[src/rtl/enf_pkg.sv]
// Shared constants, register codes and control types for the enveloped noise block.
`timescale 1ns / 1ps
package enf_pkg;

  // Sample index and clip length widths
  localparam int IDX_W  = 16;
  localparam int CLIP_W = 16;
  localparam int CMP_W  = ((IDX_W > CLIP_W) ? IDX_W : CLIP_W) + 1;

  // Lowpass coefficient fraction bits and the width of the filter sum
  localparam int COEF_FRAC  = 16;
  localparam int FILT_SUM_W = (COEF_FRAC < 16) ? (37 - COEF_FRAC) : 21;

  // Configuration port
  localparam int CFG_IDX_W  = 3;
  localparam int CFG_DATA_W = 32;

  // Noise generator
  localparam logic [31:0] LCG_MUL     = 32'd1664525;
  localparam logic [31:0] LCG_ADD     = 32'd1013904223;
  localparam logic [31:0] NOISE_RESET = 32'h2545F491;

  // Envelope and output scaling
  localparam logic [16:0] ONE_Q16  = 17'd65536;
  localparam int          OUT_FULL = 32000;

  // Configuration register codes
  typedef enum logic [CFG_IDX_W-1:0] {
    CFG_CLIP_LENGTH  = 3'd0,
    CFG_CUTOFF_COEF  = 3'd1,
    CFG_DECAY_RATIO  = 3'd2,
    CFG_GAIN         = 3'd3,
    CFG_ATTACK_STEP  = 3'd4,
    CFG_OVERLAY_MODE = 3'd5,
    CFG_NOISE_SEED   = 3'd6
  } cfg_idx_t;

  // Step commands from the controller, at most one high per cycle
  typedef struct packed {
    logic noise;
    logic filt;
    logic modul;
    logic scale;
  } cmd_t;

  // Status back to the controller
  typedef struct packed {
    logic out_stall;
  } stat_t;

endpackage

[src/rtl/enf_ctrl.sv]
// Step sequencer for the enveloped noise block: one item through four steps.
`timescale 1ns / 1ps
module enf_ctrl
  import enf_pkg::*;
(
  input  logic  clk,
  input  logic  rst_n,
  input  logic  in_tvalid,
  output logic  in_tready,
  input  stat_t stat,
  output cmd_t  cmd
);

  typedef enum logic [3:0] {
    ST_IDLE  = 4'b0001,
    ST_FILT  = 4'b0010,
    ST_MOD   = 4'b0100,
    ST_SCALE = 4'b1000
  } state_t;

  state_t state_r, state_nxt;

  // Take an item only between items
  assign in_tready = (state_r == ST_IDLE);

  // Advance through the steps; hold the last step while the output register holds an item that is not taken
  always_comb begin
    state_nxt = state_r;
    unique case (state_r)
      ST_IDLE:  if (in_tvalid) state_nxt = ST_FILT;
      ST_FILT:  state_nxt = ST_MOD;
      ST_MOD:   state_nxt = ST_SCALE;
      ST_SCALE: if (!stat.out_stall) state_nxt = ST_IDLE;
      default:  state_nxt = ST_IDLE;
    endcase
  end

  always_ff @(posedge clk) begin
    if (!rst_n) begin
      state_r <= ST_IDLE;
    end else begin
      state_r <= state_nxt;
    end
  end

  // Issue the step commands
  always_comb begin
    cmd.noise = (state_r == ST_IDLE) && in_tvalid;
    cmd.filt  = (state_r == ST_FILT);
    cmd.modul = (state_r == ST_MOD);
    cmd.scale = (state_r == ST_SCALE) && !stat.out_stall;
  end

endmodule

[src/rtl/enf_dp.sv]
// Datapath: noise generator, lowpass, envelope, gain scaling and output register.
`timescale 1ns / 1ps
module enf_dp
  import enf_pkg::*;
(
  input  logic                  clk,
  input  logic                  rst_n,
  input  cmd_t                  cmd,
  output stat_t                 stat,
  input  logic                  cfg_we,
  input  logic [CFG_IDX_W-1:0]  cfg_index,
  input  logic [CFG_DATA_W-1:0] cfg_wdata,
  input  logic [15:0]           in_tdata,
  input  logic                  in_tuser,
  output logic                  out_tvalid,
  input  logic                  out_tready,
  output logic [15:0]           out_tdata,
  output logic                  out_tlast
);

  localparam logic signed [17:0] LEVEL_MAX = 18'sd131071;
  localparam logic signed [17:0] LEVEL_MIN = -18'sd131072;
  localparam logic signed [19:0] OUT_MAX   = 20'(OUT_FULL);
  localparam logic signed [19:0] OUT_MIN   = -20'(OUT_FULL);

  // Configuration registers
  logic [CLIP_W-1:0] clip_length_r;
  logic [15:0]       cutoff_coef_r;
  logic [15:0]       decay_ratio_r;
  logic [16:0]       gain_r;
  logic [16:0]       attack_step_r;
  logic              overlay_mode_r;
  logic [31:0]       noise_seed_r;

  // Block state
  logic [31:0]        noise_r;
  logic signed [17:0] level_r;
  logic [IDX_W-1:0]   index_r;
  logic [16:0]        decay_r;
  logic [16:0]        attack_r;

  // Per-item working registers
  logic signed [15:0] existing_r;
  logic [16:0]        env_r;
  logic [16:0]        decay_new_r;
  logic [31:0]        gk_r;
  logic signed [17:0] m_r;

  // Output register
  logic               out_valid_r;
  logic [15:0]        out_data_r;
  logic               out_last_r;

  // Shared multipliers
  logic signed [32:0] mul_a;
  logic signed [21:0] mul_b;
  logic signed [54:0] mul_p;
  logic [16:0]        aux_a;
  logic [16:0]        aux_b;
  logic [33:0]        aux_p;

  logic [31:0]             lcg_src;
  logic signed [15:0]      noise_q;
  logic signed [18:0]      diff;
  logic signed [FILT_SUM_W-1:0] filt_step;
  logic signed [FILT_SUM_W-1:0] filt_sum;
  logic signed [17:0]      level_sat;
  logic signed [54:0]      m_full;
  logic signed [54:0]      s_full;
  logic signed [18:0]      s_val;
  logic signed [19:0]      mix;
  logic signed [19:0]      mix_sat;

  logic [CLIP_W-1:0] len_eff;
  logic [IDX_W:0]    idx_inc;
  logic              last;
  logic [17:0]       attack_sum;

  // Write configuration registers
  always_ff @(posedge clk) begin
    if (!rst_n) begin
      clip_length_r  <= CLIP_W'(1);
      cutoff_coef_r  <= '0;
      decay_ratio_r  <= 16'hFFFF;
      gain_r         <= '0;
      attack_step_r  <= ONE_Q16;
      overlay_mode_r <= 1'b0;
      noise_seed_r   <= NOISE_RESET;
    end else if (cfg_we) begin
      unique case (cfg_index)
        CFG_CLIP_LENGTH:  clip_length_r  <= cfg_wdata[CLIP_W-1:0];
        CFG_CUTOFF_COEF:  cutoff_coef_r  <= cfg_wdata[15:0];
        CFG_DECAY_RATIO:  decay_ratio_r  <= cfg_wdata[15:0];
        CFG_GAIN:         gain_r         <= cfg_wdata[16:0];
        CFG_ATTACK_STEP:  attack_step_r  <= cfg_wdata[16:0];
        CFG_OVERLAY_MODE: overlay_mode_r <= cfg_wdata[0];
        CFG_NOISE_SEED:   noise_seed_r   <= cfg_wdata;
        default: ;
      endcase
    end
  end

  // Reseed takes effect before this item's generator step
  assign lcg_src = in_tuser ? noise_seed_r : noise_r;

  // Noise value: bits 23..8 minus 32768, i.e. the same bits with the top one flipped
  assign noise_q = $signed({~noise_r[23], noise_r[22:8]});
  assign diff    = 19'(noise_q) - 19'(level_r);

  // Select operands of the main multiplier
  always_comb begin
    mul_a = '0;
    mul_b = '0;
    priority if (cmd.noise) begin
      mul_a = $signed({1'b0, lcg_src});
      mul_b = $signed(LCG_MUL[21:0]);
    end else if (cmd.filt) begin
      mul_a = 33'(diff);
      mul_b = $signed({6'd0, cutoff_coef_r});
    end else if (cmd.modul) begin
      mul_a = 33'(level_r);
      mul_b = $signed({5'd0, env_r});
    end else if (cmd.scale) begin
      mul_a = $signed({1'b0, gk_r});
      mul_b = 22'(m_r);
    end
  end

  assign mul_p = mul_a * mul_b;

  // Select operands of the envelope multiplier
  always_comb begin
    aux_a = '0;
    aux_b = '0;
    priority if (cmd.noise) begin
      aux_a = attack_r;
      aux_b = decay_r;
    end else if (cmd.filt) begin
      aux_a = decay_r;
      aux_b = {1'b0, decay_ratio_r};
    end else if (cmd.modul) begin
      aux_a = gain_r;
      aux_b = 17'(OUT_FULL);
    end
  end

  assign aux_p = aux_a * aux_b;

  // Lowpass step: floor shift of the product, then saturate
  assign filt_step = FILT_SUM_W'(mul_p >>> COEF_FRAC);
  assign filt_sum  = FILT_SUM_W'(level_r) + filt_step;

  always_comb begin
    priority if (filt_sum > FILT_SUM_W'(LEVEL_MAX)) level_sat = LEVEL_MAX;
    else if (filt_sum < FILT_SUM_W'(LEVEL_MIN))     level_sat = LEVEL_MIN;
    else                                            level_sat = filt_sum[17:0];
  end

  // Truncate toward zero: bias negative products before the arithmetic shift
  assign m_full = (mul_p + (mul_p[54] ? 55'sd65535 : 55'sd0)) >>> 16;
  assign s_full = (mul_p + (mul_p[54] ? 55'sd2147483647 : 55'sd0)) >>> 31;
  assign s_val  = s_full[18:0];

  // Mix with the incoming sample and clamp
  assign mix = overlay_mode_r ? (20'(existing_r) + 20'(s_val)) : 20'(s_val);

  always_comb begin
    priority if (mix > OUT_MAX) mix_sat = OUT_MAX;
    else if (mix < OUT_MIN)     mix_sat = OUT_MIN;
    else                        mix_sat = mix;
  end

  // End of clip: zero length acts as one
  assign len_eff    = (clip_length_r == '0) ? CLIP_W'(1) : clip_length_r;
  assign idx_inc    = {1'b0, index_r} + (IDX_W+1)'(1);
  assign last       = CMP_W'(idx_inc) >= CMP_W'(len_eff);
  assign attack_sum = {1'b0, attack_r} + {1'b0, attack_step_r};

  // Block state and per-item registers
  always_ff @(posedge clk) begin
    if (!rst_n) begin
      noise_r  <= NOISE_RESET;
      level_r  <= '0;
      index_r  <= '0;
      decay_r  <= ONE_Q16;
      attack_r <= '0;
    end else begin
      if (cmd.noise) begin
        noise_r <= mul_p[31:0] + LCG_ADD;
      end
      if (cmd.filt) begin
        level_r <= level_sat;
      end
      if (cmd.scale) begin
        if (last) begin
          index_r  <= '0;
          level_r  <= '0;
          decay_r  <= ONE_Q16;
          attack_r <= '0;
        end else begin
          index_r  <= idx_inc[IDX_W-1:0];
          decay_r  <= decay_new_r;
          attack_r <= (attack_sum > {1'b0, ONE_Q16}) ? ONE_Q16 : attack_sum[16:0];
        end
      end
    end
  end

  // Working registers carry payload only
  always_ff @(posedge clk) begin
    if (cmd.noise) begin
      existing_r <= $signed(in_tdata);
      env_r      <= aux_p[32:16];
    end
    if (cmd.filt) begin
      decay_new_r <= aux_p[32:16];
    end
    if (cmd.modul) begin
      m_r  <= m_full[17:0];
      gk_r <= aux_p[31:0];
    end
    if (cmd.scale) begin
      out_data_r <= mix_sat[15:0];
      out_last_r <= last;
    end
  end

  // Output register: fill on the final step, drain on handshake
  always_ff @(posedge clk) begin
    if (!rst_n) begin
      out_valid_r <= 1'b0;
    end else begin
      priority if (cmd.scale) out_valid_r <= 1'b1;
      else if (out_tready)    out_valid_r <= 1'b0;
    end
  end

  assign stat.out_stall = out_valid_r && !out_tready;
  assign out_tvalid     = out_valid_r;
  assign out_tdata      = out_data_r;
  assign out_tlast      = out_last_r;

endmodule

[src/rtl/enveloped_filtered_noise.sv]
// Top level of the enveloped filtered noise source.
`timescale 1ns / 1ps
// Each accepted input item is one sample tick and yields exactly one output item: LCG noise,
// one-pole lowpass, attack/decay envelope and gain, either as a fresh sample or added onto
// in_tdata (overlay mode), clamped to +-32000; out_tlast marks the final sample of a clip.
// The accept cycle steps the noise generator and forms the envelope; the lowpass, envelope
// product and gain scaling then follow in turn, each as a separate step on the shared
// 33x22 multiplier, which is the chain that sets the rate. The last step waits while the
// output register still holds an item that has not been taken. No clearing pass after reset.
// Write configuration only between items.
module enveloped_filtered_noise
  import enf_pkg::*;
(
  input  logic                  clk,
  input  logic                  rst_n,
  input  logic                  cfg_we,
  input  logic [CFG_IDX_W-1:0]  cfg_index,
  input  logic [CFG_DATA_W-1:0] cfg_wdata,
  input  logic                  in_tvalid,
  output logic                  in_tready,
  input  logic [15:0]           in_tdata,   // [15:0] existing_sample
  input  logic                  in_tuser,   // [0] reseed
  output logic                  out_tvalid,
  input  logic                  out_tready,
  output logic [15:0]           out_tdata,  // [15:0] sample
  output logic                  out_tlast
);

  cmd_t  cmd;
  stat_t stat;

  enf_ctrl u_ctrl (
    .clk       (clk),
    .rst_n     (rst_n),
    .in_tvalid (in_tvalid),
    .in_tready (in_tready),
    .stat      (stat),
    .cmd       (cmd)
  );

  enf_dp u_dp (
    .clk        (clk),
    .rst_n      (rst_n),
    .cmd        (cmd),
    .stat       (stat),
    .cfg_we     (cfg_we),
    .cfg_index  (cfg_index),
    .cfg_wdata  (cfg_wdata),
    .in_tdata   (in_tdata),
    .in_tuser   (in_tuser),
    .out_tvalid (out_tvalid),
    .out_tready (out_tready),
    .out_tdata  (out_tdata),
    .out_tlast  (out_tlast)
  );

endmodule

[config.mk]
export PLATFORM = sky130hd
export DESIGN_NAME = enveloped_filtered_noise
export DESIGN_NICKNAME = d
export VERILOG_FILES = /design/src/rtl/enf_pkg.sv /design/src/rtl/enf_ctrl.sv /design/src/rtl/enf_dp.sv /design/src/rtl/enveloped_filtered_noise.sv
export SDC_FILE = /design/constraint.sdc
export NUM_CORES = 2
export LEC_CHECK = 0
export BUFFER_PORTS_ARGS = -buffer_cell sky130_fd_sc_hd__buf_4
export CORE_MARGIN = 8
export CORE_UTILIZATION = 35
export CTS_BUF_LIST = sky130_fd_sc_hd__clkbuf_8
export CTS_CLUSTER_SIZE = 12
export DETAILED_ROUTE_END_ITERATION = 12
export PLACE_DENSITY_LB_ADDON = 0.12
export SYNTH_ARGS = -nofsm -noshare
export SYNTH_HDL_FRONTEND = slang
export SYNTH_SLANG_ARGS = --single-unit
[constraint.sdc]
create_clock -name clk -period 44.5 [get_ports clk]
set_input_delay 2.225 -clock clk [delete_from_list [all_inputs] [get_ports clk]]
set_output_delay 2.225 -clock clk [all_outputs]
set_load 0.01 [all_outputs]
[Word-level counts from Yosys, hierarchy flattened]
Cells that the tools add are included.
Word-level totals
  memories: 0
  word-level logic and storage cells: 102
  input bits: 57
  ROM bits: 0
  memory bits (writable): 0
  latch bits: 0
  flip-flop bits (word level): 337
Cells by class
  bitwise operators: 1
  reductions and logical operators: 17
  order comparisons: 6
  equality and inequality tests: 12
  $mul: 2
  shift operators: 0
  add/subtract/negate cells: 8
  mux-type cells: 34
  divide/modulo/power cells: 0
Operators by type and width (count)
  2-to-1 mux 17 bit: 8
  2-to-1 mux 33 bit: 3
  2-to-1 mux 18 bit: 5
  2-to-1 mux 22 bit: 4
  2-to-1 mux 16 bit: 4
  2-to-1 mux 32 bit: 2
  multiplier 33 x 22 -> 55 bit: 1
  adder 50 x 32 -> 50 bit: 1
  adder 34 bit: 1
  multiplier 17 x 17 -> 33 bit: 1
  adder 32 x 30 -> 32 bit (second input constant): 1
  2-to-1 mux 31 bit: 1
  adder 18 x 21 -> 21 bit: 1
  greater-than comparator 21 x 18 -> 1 bit (second input constant): 1
  less-than comparator 21 x 18 -> 1 bit (second input constant): 1
  adder 16 x 19 -> 20 bit: 1
  greater-than comparator 20 x 16 -> 1 bit (second input constant): 1
  less-than comparator 20 x 16 -> 1 bit (second input constant): 1
  2-to-1 mux 20 bit: 1
  subtractor 16 x 18 -> 19 bit: 1
  adder 17 x 17 -> 18 bit: 1
  greater-than comparator 18 x 17 -> 1 bit (second input constant): 1
  adder 16 x 1 -> 17 bit (second input constant): 1
  greater-or-equal comparator 17 x 16 -> 1 bit: 1
  other kinds (20): 36

[Logic depth before layout (Yosys ltp)]
  depth after elaboration: 16
  depth in mapped cells: 75
  mapped depth without buffers: 74

[By module]
Synthesis repeated with hierarchy kept, for this count alone.
Unflattened totals
  cell total of the unflattened synthesis: 6280
  area, all modules: 53814.1 sq um
By module, submodules not included
  enf_dp: sequential area each 7837.5 sq um, times used 1, area an instance 53562.6 sq um, cells an instance 6254
  enf_ctrl: sequential area each 80.1 sq um, times used 1, area an instance 251.5 sq um, cells an instance 26

[Least setup slack after synthesis]
OpenSTA, ideal clock, no wires.
  kind: input port to flip-flop
  start point: input out_tready
  end point: register u_dp.out_data_r[8], in the netlist u_dp.out_tdata[8], data pin
  stages on the path: 59
  slack: 28.397 ns
  arrival: 15.838 ns
  path buffers: 3
  data required time: 44.235 ns
  path through: nand2b_1 -> nand2_4 -> clkinv_2 -> clkbuf_1 -> clkbuf_1 -> clkbuf_1 -> a21o_1 -> nor2_1 -> nor2_1 -> nand2_1 -> fa_1 -> inv_1 -> fa_1 -> inv_1 -> fa_1 -> inv_1 -> fa_1 -> fa_1 -> (+23 left out) -> inv_1 -> ha_1 -> a21o_1 -> a21o_1 -> a21oi_1 -> o21ai_0 -> a211oi_1 -> o21ai_0 -> a31oi_1 -> nor2_1 -> o21a_1 -> or4_1 -> o2111ai_1 -> a21oi_1 -> a2111oi_1 -> o2111ai_1 -> o31ai_4 -> nand2_1
On the way
  word-level cells in the longest chain between the ends: 15
  elaborated cells on any way between the ends: 20
Ends and longest elaborated chain
  from (decl): line enveloped_filtered_noise.sv:24  | input logic out_tready,
  logical NOT 1 bit (*): line enf_dp.sv:238  | assign stat.out_stall = out_valid_r && !out_tready;
  logical AND 1 bit (*): line enf_dp.sv:238
  logical NOT 1 bit (*)
  logical AND 1 bit (*): line enf_ctrl.sv:51  | cmd.scale = (state_r == ST_SCALE) && !stat.out_stall;
  2-to-1 mux 32 bit / 2-to-1 mux 22 bit (equally long branches): line enf_dp.sv:123  | end else if (cmd.scale) begin
  2-to-1 mux 33 bit / 2-to-1 mux 22 bit (equally long branches): line enf_dp.sv:120  | end else if (cmd.modul) begin
  2-to-1 mux 33 bit / 2-to-1 mux 22 bit (equally long branches): line enf_dp.sv:117  | end else if (cmd.filt) begin
  2-to-1 mux 33 bit / 2-to-1 mux 22 bit (equally long branches): line enf_dp.sv:114  | priority if (cmd.noise) begin
  multiplier 33 x 22 -> 55 bit (*): line enf_dp.sv:129  | assign mul_p = mul_a * mul_b;
  2-to-1 mux 31 bit: line enf_dp.sv:161  | assign s_full = (mul_p + (mul_p[54] ? 55'sd2147483647 : 55'sd0)) >>> 31;
  adder 50 x 32 -> 50 bit (*): line enf_dp.sv:161
  adder 16 x 19 -> 20 bit: line enf_dp.sv:165  | assign mix = overlay_mode_r ? (20'(existing_r) + 20'(s_val)) : 20'(s_val);
  2-to-1 mux 20 bit (*): line enf_dp.sv:165
  less-than comparator 20 x 16 -> 1 bit / greater-than comparator 20 x 16 -> 1 bit (equally long branches): line enf_dp.sv:169, enf_dp.sv:168
  OR reduction 2 bit (no source line)
  to (signal assigned): line enf_dp.sv:223  | out_data_r <= mix_sat[15:0];
  to (decl): line enf_dp.sv:51  | logic [15:0] out_data_r;
Mark *: on every way between the ends. The rest lies on a longest branch, timed or not.
A chain may end at the register's enable or synchronous reset.

[Worst setup path after layout]
  start point: register u_dp.noise_r[8]
  end point: register u_dp.out_data_r[8], in the netlist u_dp.out_tdata[8], data pin
On the way
  word-level cells in the longest chain between the ends: 10
  elaborated cells on any way between the ends: 12
Ends and longest elaborated chain
  from (decl): line enf_dp.sv:36  | logic [31:0] noise_r;
  from (signal assigned): line enf_dp.sv:189  | noise_r <= mul_p[31:0] + LCG_ADD;
  subtractor 16 x 18 -> 19 bit: line enf_dp.sv:108  | assign diff = 19'(noise_q) - 19'(level_r);
  2-to-1 mux 33 bit: line enf_dp.sv:117
  2-to-1 mux 33 bit (*): line enf_dp.sv:114
  multiplier 33 x 22 -> 55 bit (*): line enf_dp.sv:129
  2-to-1 mux 31 bit: line enf_dp.sv:161
  adder 50 x 32 -> 50 bit (*): line enf_dp.sv:161
  adder 16 x 19 -> 20 bit: line enf_dp.sv:165
  2-to-1 mux 20 bit (*): line enf_dp.sv:165
  less-than comparator 20 x 16 -> 1 bit / greater-than comparator 20 x 16 -> 1 bit (equally long branches): line enf_dp.sv:169, enf_dp.sv:168
  OR reduction 2 bit (no source line)
Marked as above.

==> qor.csv <==
metric,value,unit
die_y,406,µm
cts_made_buffers,55,
nets,7488,
worstSetupPathType,flop to flop,
rows,143,
htreeDepth,2,
drc_errors,0,
clk_pin_slew,0.07,ns
relSlewSlack,0.0865,
cp-end-kind,flop,
grt_start_max_net_pins,83,
synth_common_cells,"inv_1 (1,158), nand2_1 (1,067), fa_1 (945), nor2_1 (438), ha_1 (374)",
status,completed,
hpwl,148000,µm
fin_ws,26.25,ns
drt_wl_total,185000,µm
finalHoldViolations,0,
min_period_over_period,0.410,
firstDrtPassIters,5,
hp-start,u_dp.decay_new_r[16],
finalSetupViolCount,0,
rsz0062_at_grt,false,
stdcell_count,8190,
io_pins,76,
crit_path_max_incr_delay,0.77,ns
start_util,0.351,
antenna_found_initial,4,
core,151000,µm²
drive_above_1_share,0.0565,
fmax,54.8,MHz
hp-class,flop to flop,
grt_pass1_vias,43934,
skew,0.0543,ns
critical_path_required,44.87,ns
synth_area,53200,µm²
tns,0,ns
synth_top_area_frac,0.356,
ctsResizeCount,0,
avgSynthCellArea,8.73,µm²
r2r-start,u_dp.noise_r[8],
cts_tree,built,
wl_per_cell,22.5,µm
numPortBuffers,75,
pre_cts_slack,25.88,ns
ys_seq_elements,337,
crit_arrival,18.62,ns
synth_edf_count,117,
min_to,u_dp.decay_r[16],
finalPower,1.84,mW
fillCellCount,15790,
cts.sink_count,337,
tightest_slew,1.36,ns
powerDensity,31.9,nW/µm²
period_needed,18.25,ns
cts.path.max_buffers,3,
rr_endpoint,u_dp.out_tdata[8],
worstRegToRegCells,71,
clkLatencyLatePin,0.69,ns
cap_violations,0,
crit_fanout,24,
vias,41685,
slew_violations,0,
synth_most_common_cell,inv_1,
initialDrtViolationCount,3203,
die_area,165000,µm²
synth-async-reset-ratio,0,
grt.overflow.total,0,
grt_first_pass_wirelength,281000,µm
postCtsSetupBuffers,0,
grt_use_total,0.225,
cts-root-buf,clkbuf_8,
postRouteAntennaNets,0,
place_congestion,0.904,
vdd_drop_max,40.5,µV
cpMaxStageDelayCell,fa_1,
whs_path_depth,2,
vias_per_cell,5.09,
yosysSeqAreaShare,0.149,
yosys.area.top_type,fa_1,
synth.area.top_cells,"fa_1 (36%), ha_1 (8.8%), dfxtp_1 (8.3%)",
ys_warn_count,0,
fp.dieW,406,µm
start_kind,flop,
ys_dominant_reg_cell,dfxtp_1,
synth_cell_types,100,
ff2ff_setup_slack,26.25,ns
area.growth.synth_to_final,8.24,%
p_leak,26.9,nW
dp.cells,8085,
hold_buffers,0,
synth_cells,6095,
stage by stage:
step / instance area [µm²] / hold slack, ns / utilization
finish: 57600 / 0.453 / 0.380
global route: 57600 / 0.489 / 0.380
CTS: 57600 / 0.453 / 0.380
detailed placement: 56400 / 0.446 / 0.372
global placement: 56400 / 0.443 / 0.372
floorplan: 53200 / 0.431 / -
cell usage in the layout, fill, tap and decap left out, types with 15 or more instances in the layout:
cell      instances
inv_1          1170
nand2_1        1064
fa_1            945
nor2_1          436
ha_1            374
dfxtp_1         220
buf_4           192
a21oi_1         152
o21ai_0         136
xnor2_1         136
a21boi_0        134
edfxtp_1        117
nand3_1         116
and2_1          103
a21o_1           65
clkbuf_8         62
xor2_1           57
nand2b_1         45
a22oi_1          38
nor3_1           37
nor2b_1          34
mux2i_1          34
a22o_1           28
and3_1           28
o21a_1           25
nand4_1          22
a211oi_1         22
nand3b_1         20
a221oi_1         20
o21ai_1          20
o21bai_1         20
a31oi_1          15
o211a_1          15
flip-flops by register name, summed over array words and instances, names as in the netlist, 4 cells and up:
name	cells
u_dp.m_r	18
u_dp.gain_r	17
u_dp.attack_r	17
u_dp.decay_ratio_r	16
u_dp.existing_r	16
u_dp.noise_seed_r	32
u_dp.decay_new_r	17
u_dp.noise_r	32
u_dp.attack_step_r	17
u_dp.env_r	17
u_dp.clip_length_r	16
u_dp.index_r	16
u_dp.level_r	18
u_ctrl.state_r	4
u_dp.decay_r	17
u_dp.gk_r	32
u_dp.cutoff_coef_r	16
u_dp.out_tdata	16
per-layer routing:
| layer | GRT usage | vias to the layer above | share of wire |
|---|---|---|---|
| li1 | - | 19081 | - |
| met1 | 0.304 | 21277 | 0.44 |
| met2 | 0.382 | 1103 | 0.48 |
| met3 | 0.0227 | 224 | 0.046 |
| met4 | 0.0700 | 0 | 0.036 |
| met5 | 0 | - | 0 |
worst max-delay path by stage:
stage | end | start | cells past startpoint
after detailed placement | u_dp.out_tdata[8] | out_tready | 54
final | u_dp.out_tdata[8] | u_dp.noise_r[8] | 71
after CTS | u_dp.out_tdata[2] | u_dp.noise_r[8] | 70
after global placement | u_dp.out_tdata[8] | out_tready | 54
after floorplan | u_dp.out_tdata[8] | out_tready | 59
after global routing | u_dp.out_tdata[8] | u_dp.noise_r[8] | 70
cells by family after synthesis:
kind of cell | synth area share
AND/OR/NAND/NOR | 0.163
buffers and inverters | 0.0986
adder cells (fa/ha/maj) | 0.444
AO/OA/AOI/OAI | 0.105
flip-flops | 0.149
XOR/XNOR | 0.0333
multiplexers | 0.00729
other | 0.000141
cell type report:
type / count / area, µm² / area share
well taps: 2030 / 2540 / 0.0441
diodes: 1 / 2.50 / 0.0000435
inverters: 1163 / 4370 / 0.0759
clock inverters: 42 / 345 / 0.00600
multi-input cells: 4363 / 40100 / 0.697
clock buffers: 62 / 853 / 0.0148
flip-flops and latches: 337 / 7920 / 0.138
repair buffers: 192 / 1440 / 0.0250
worst max-delay path: cells and delay by family, from the launching register on:
family	cells	cell delay [ns]
buffers and inverters	10	1.57
adder cells (fa/ha/maj)	13	5.74
XOR/XNOR	2	0.32
flip-flops	1	0.36
multiplexers	2	0.51
AO/OA/AOI/OAI	29	6.14
AND/OR/NAND/NOR	15	3.25
report_power, final:
part / leakage, nW / total (mW) / switching (mW) / internal (mW)
clock: 0.663 / 0.303 / 0.143 / 0.159
combinational: 23.4 / 1.18 / 0.762 / 0.420
sequential: 2.90 / 0.352 / 0.0119 / 0.340
(Power assumes the default switching activity.)
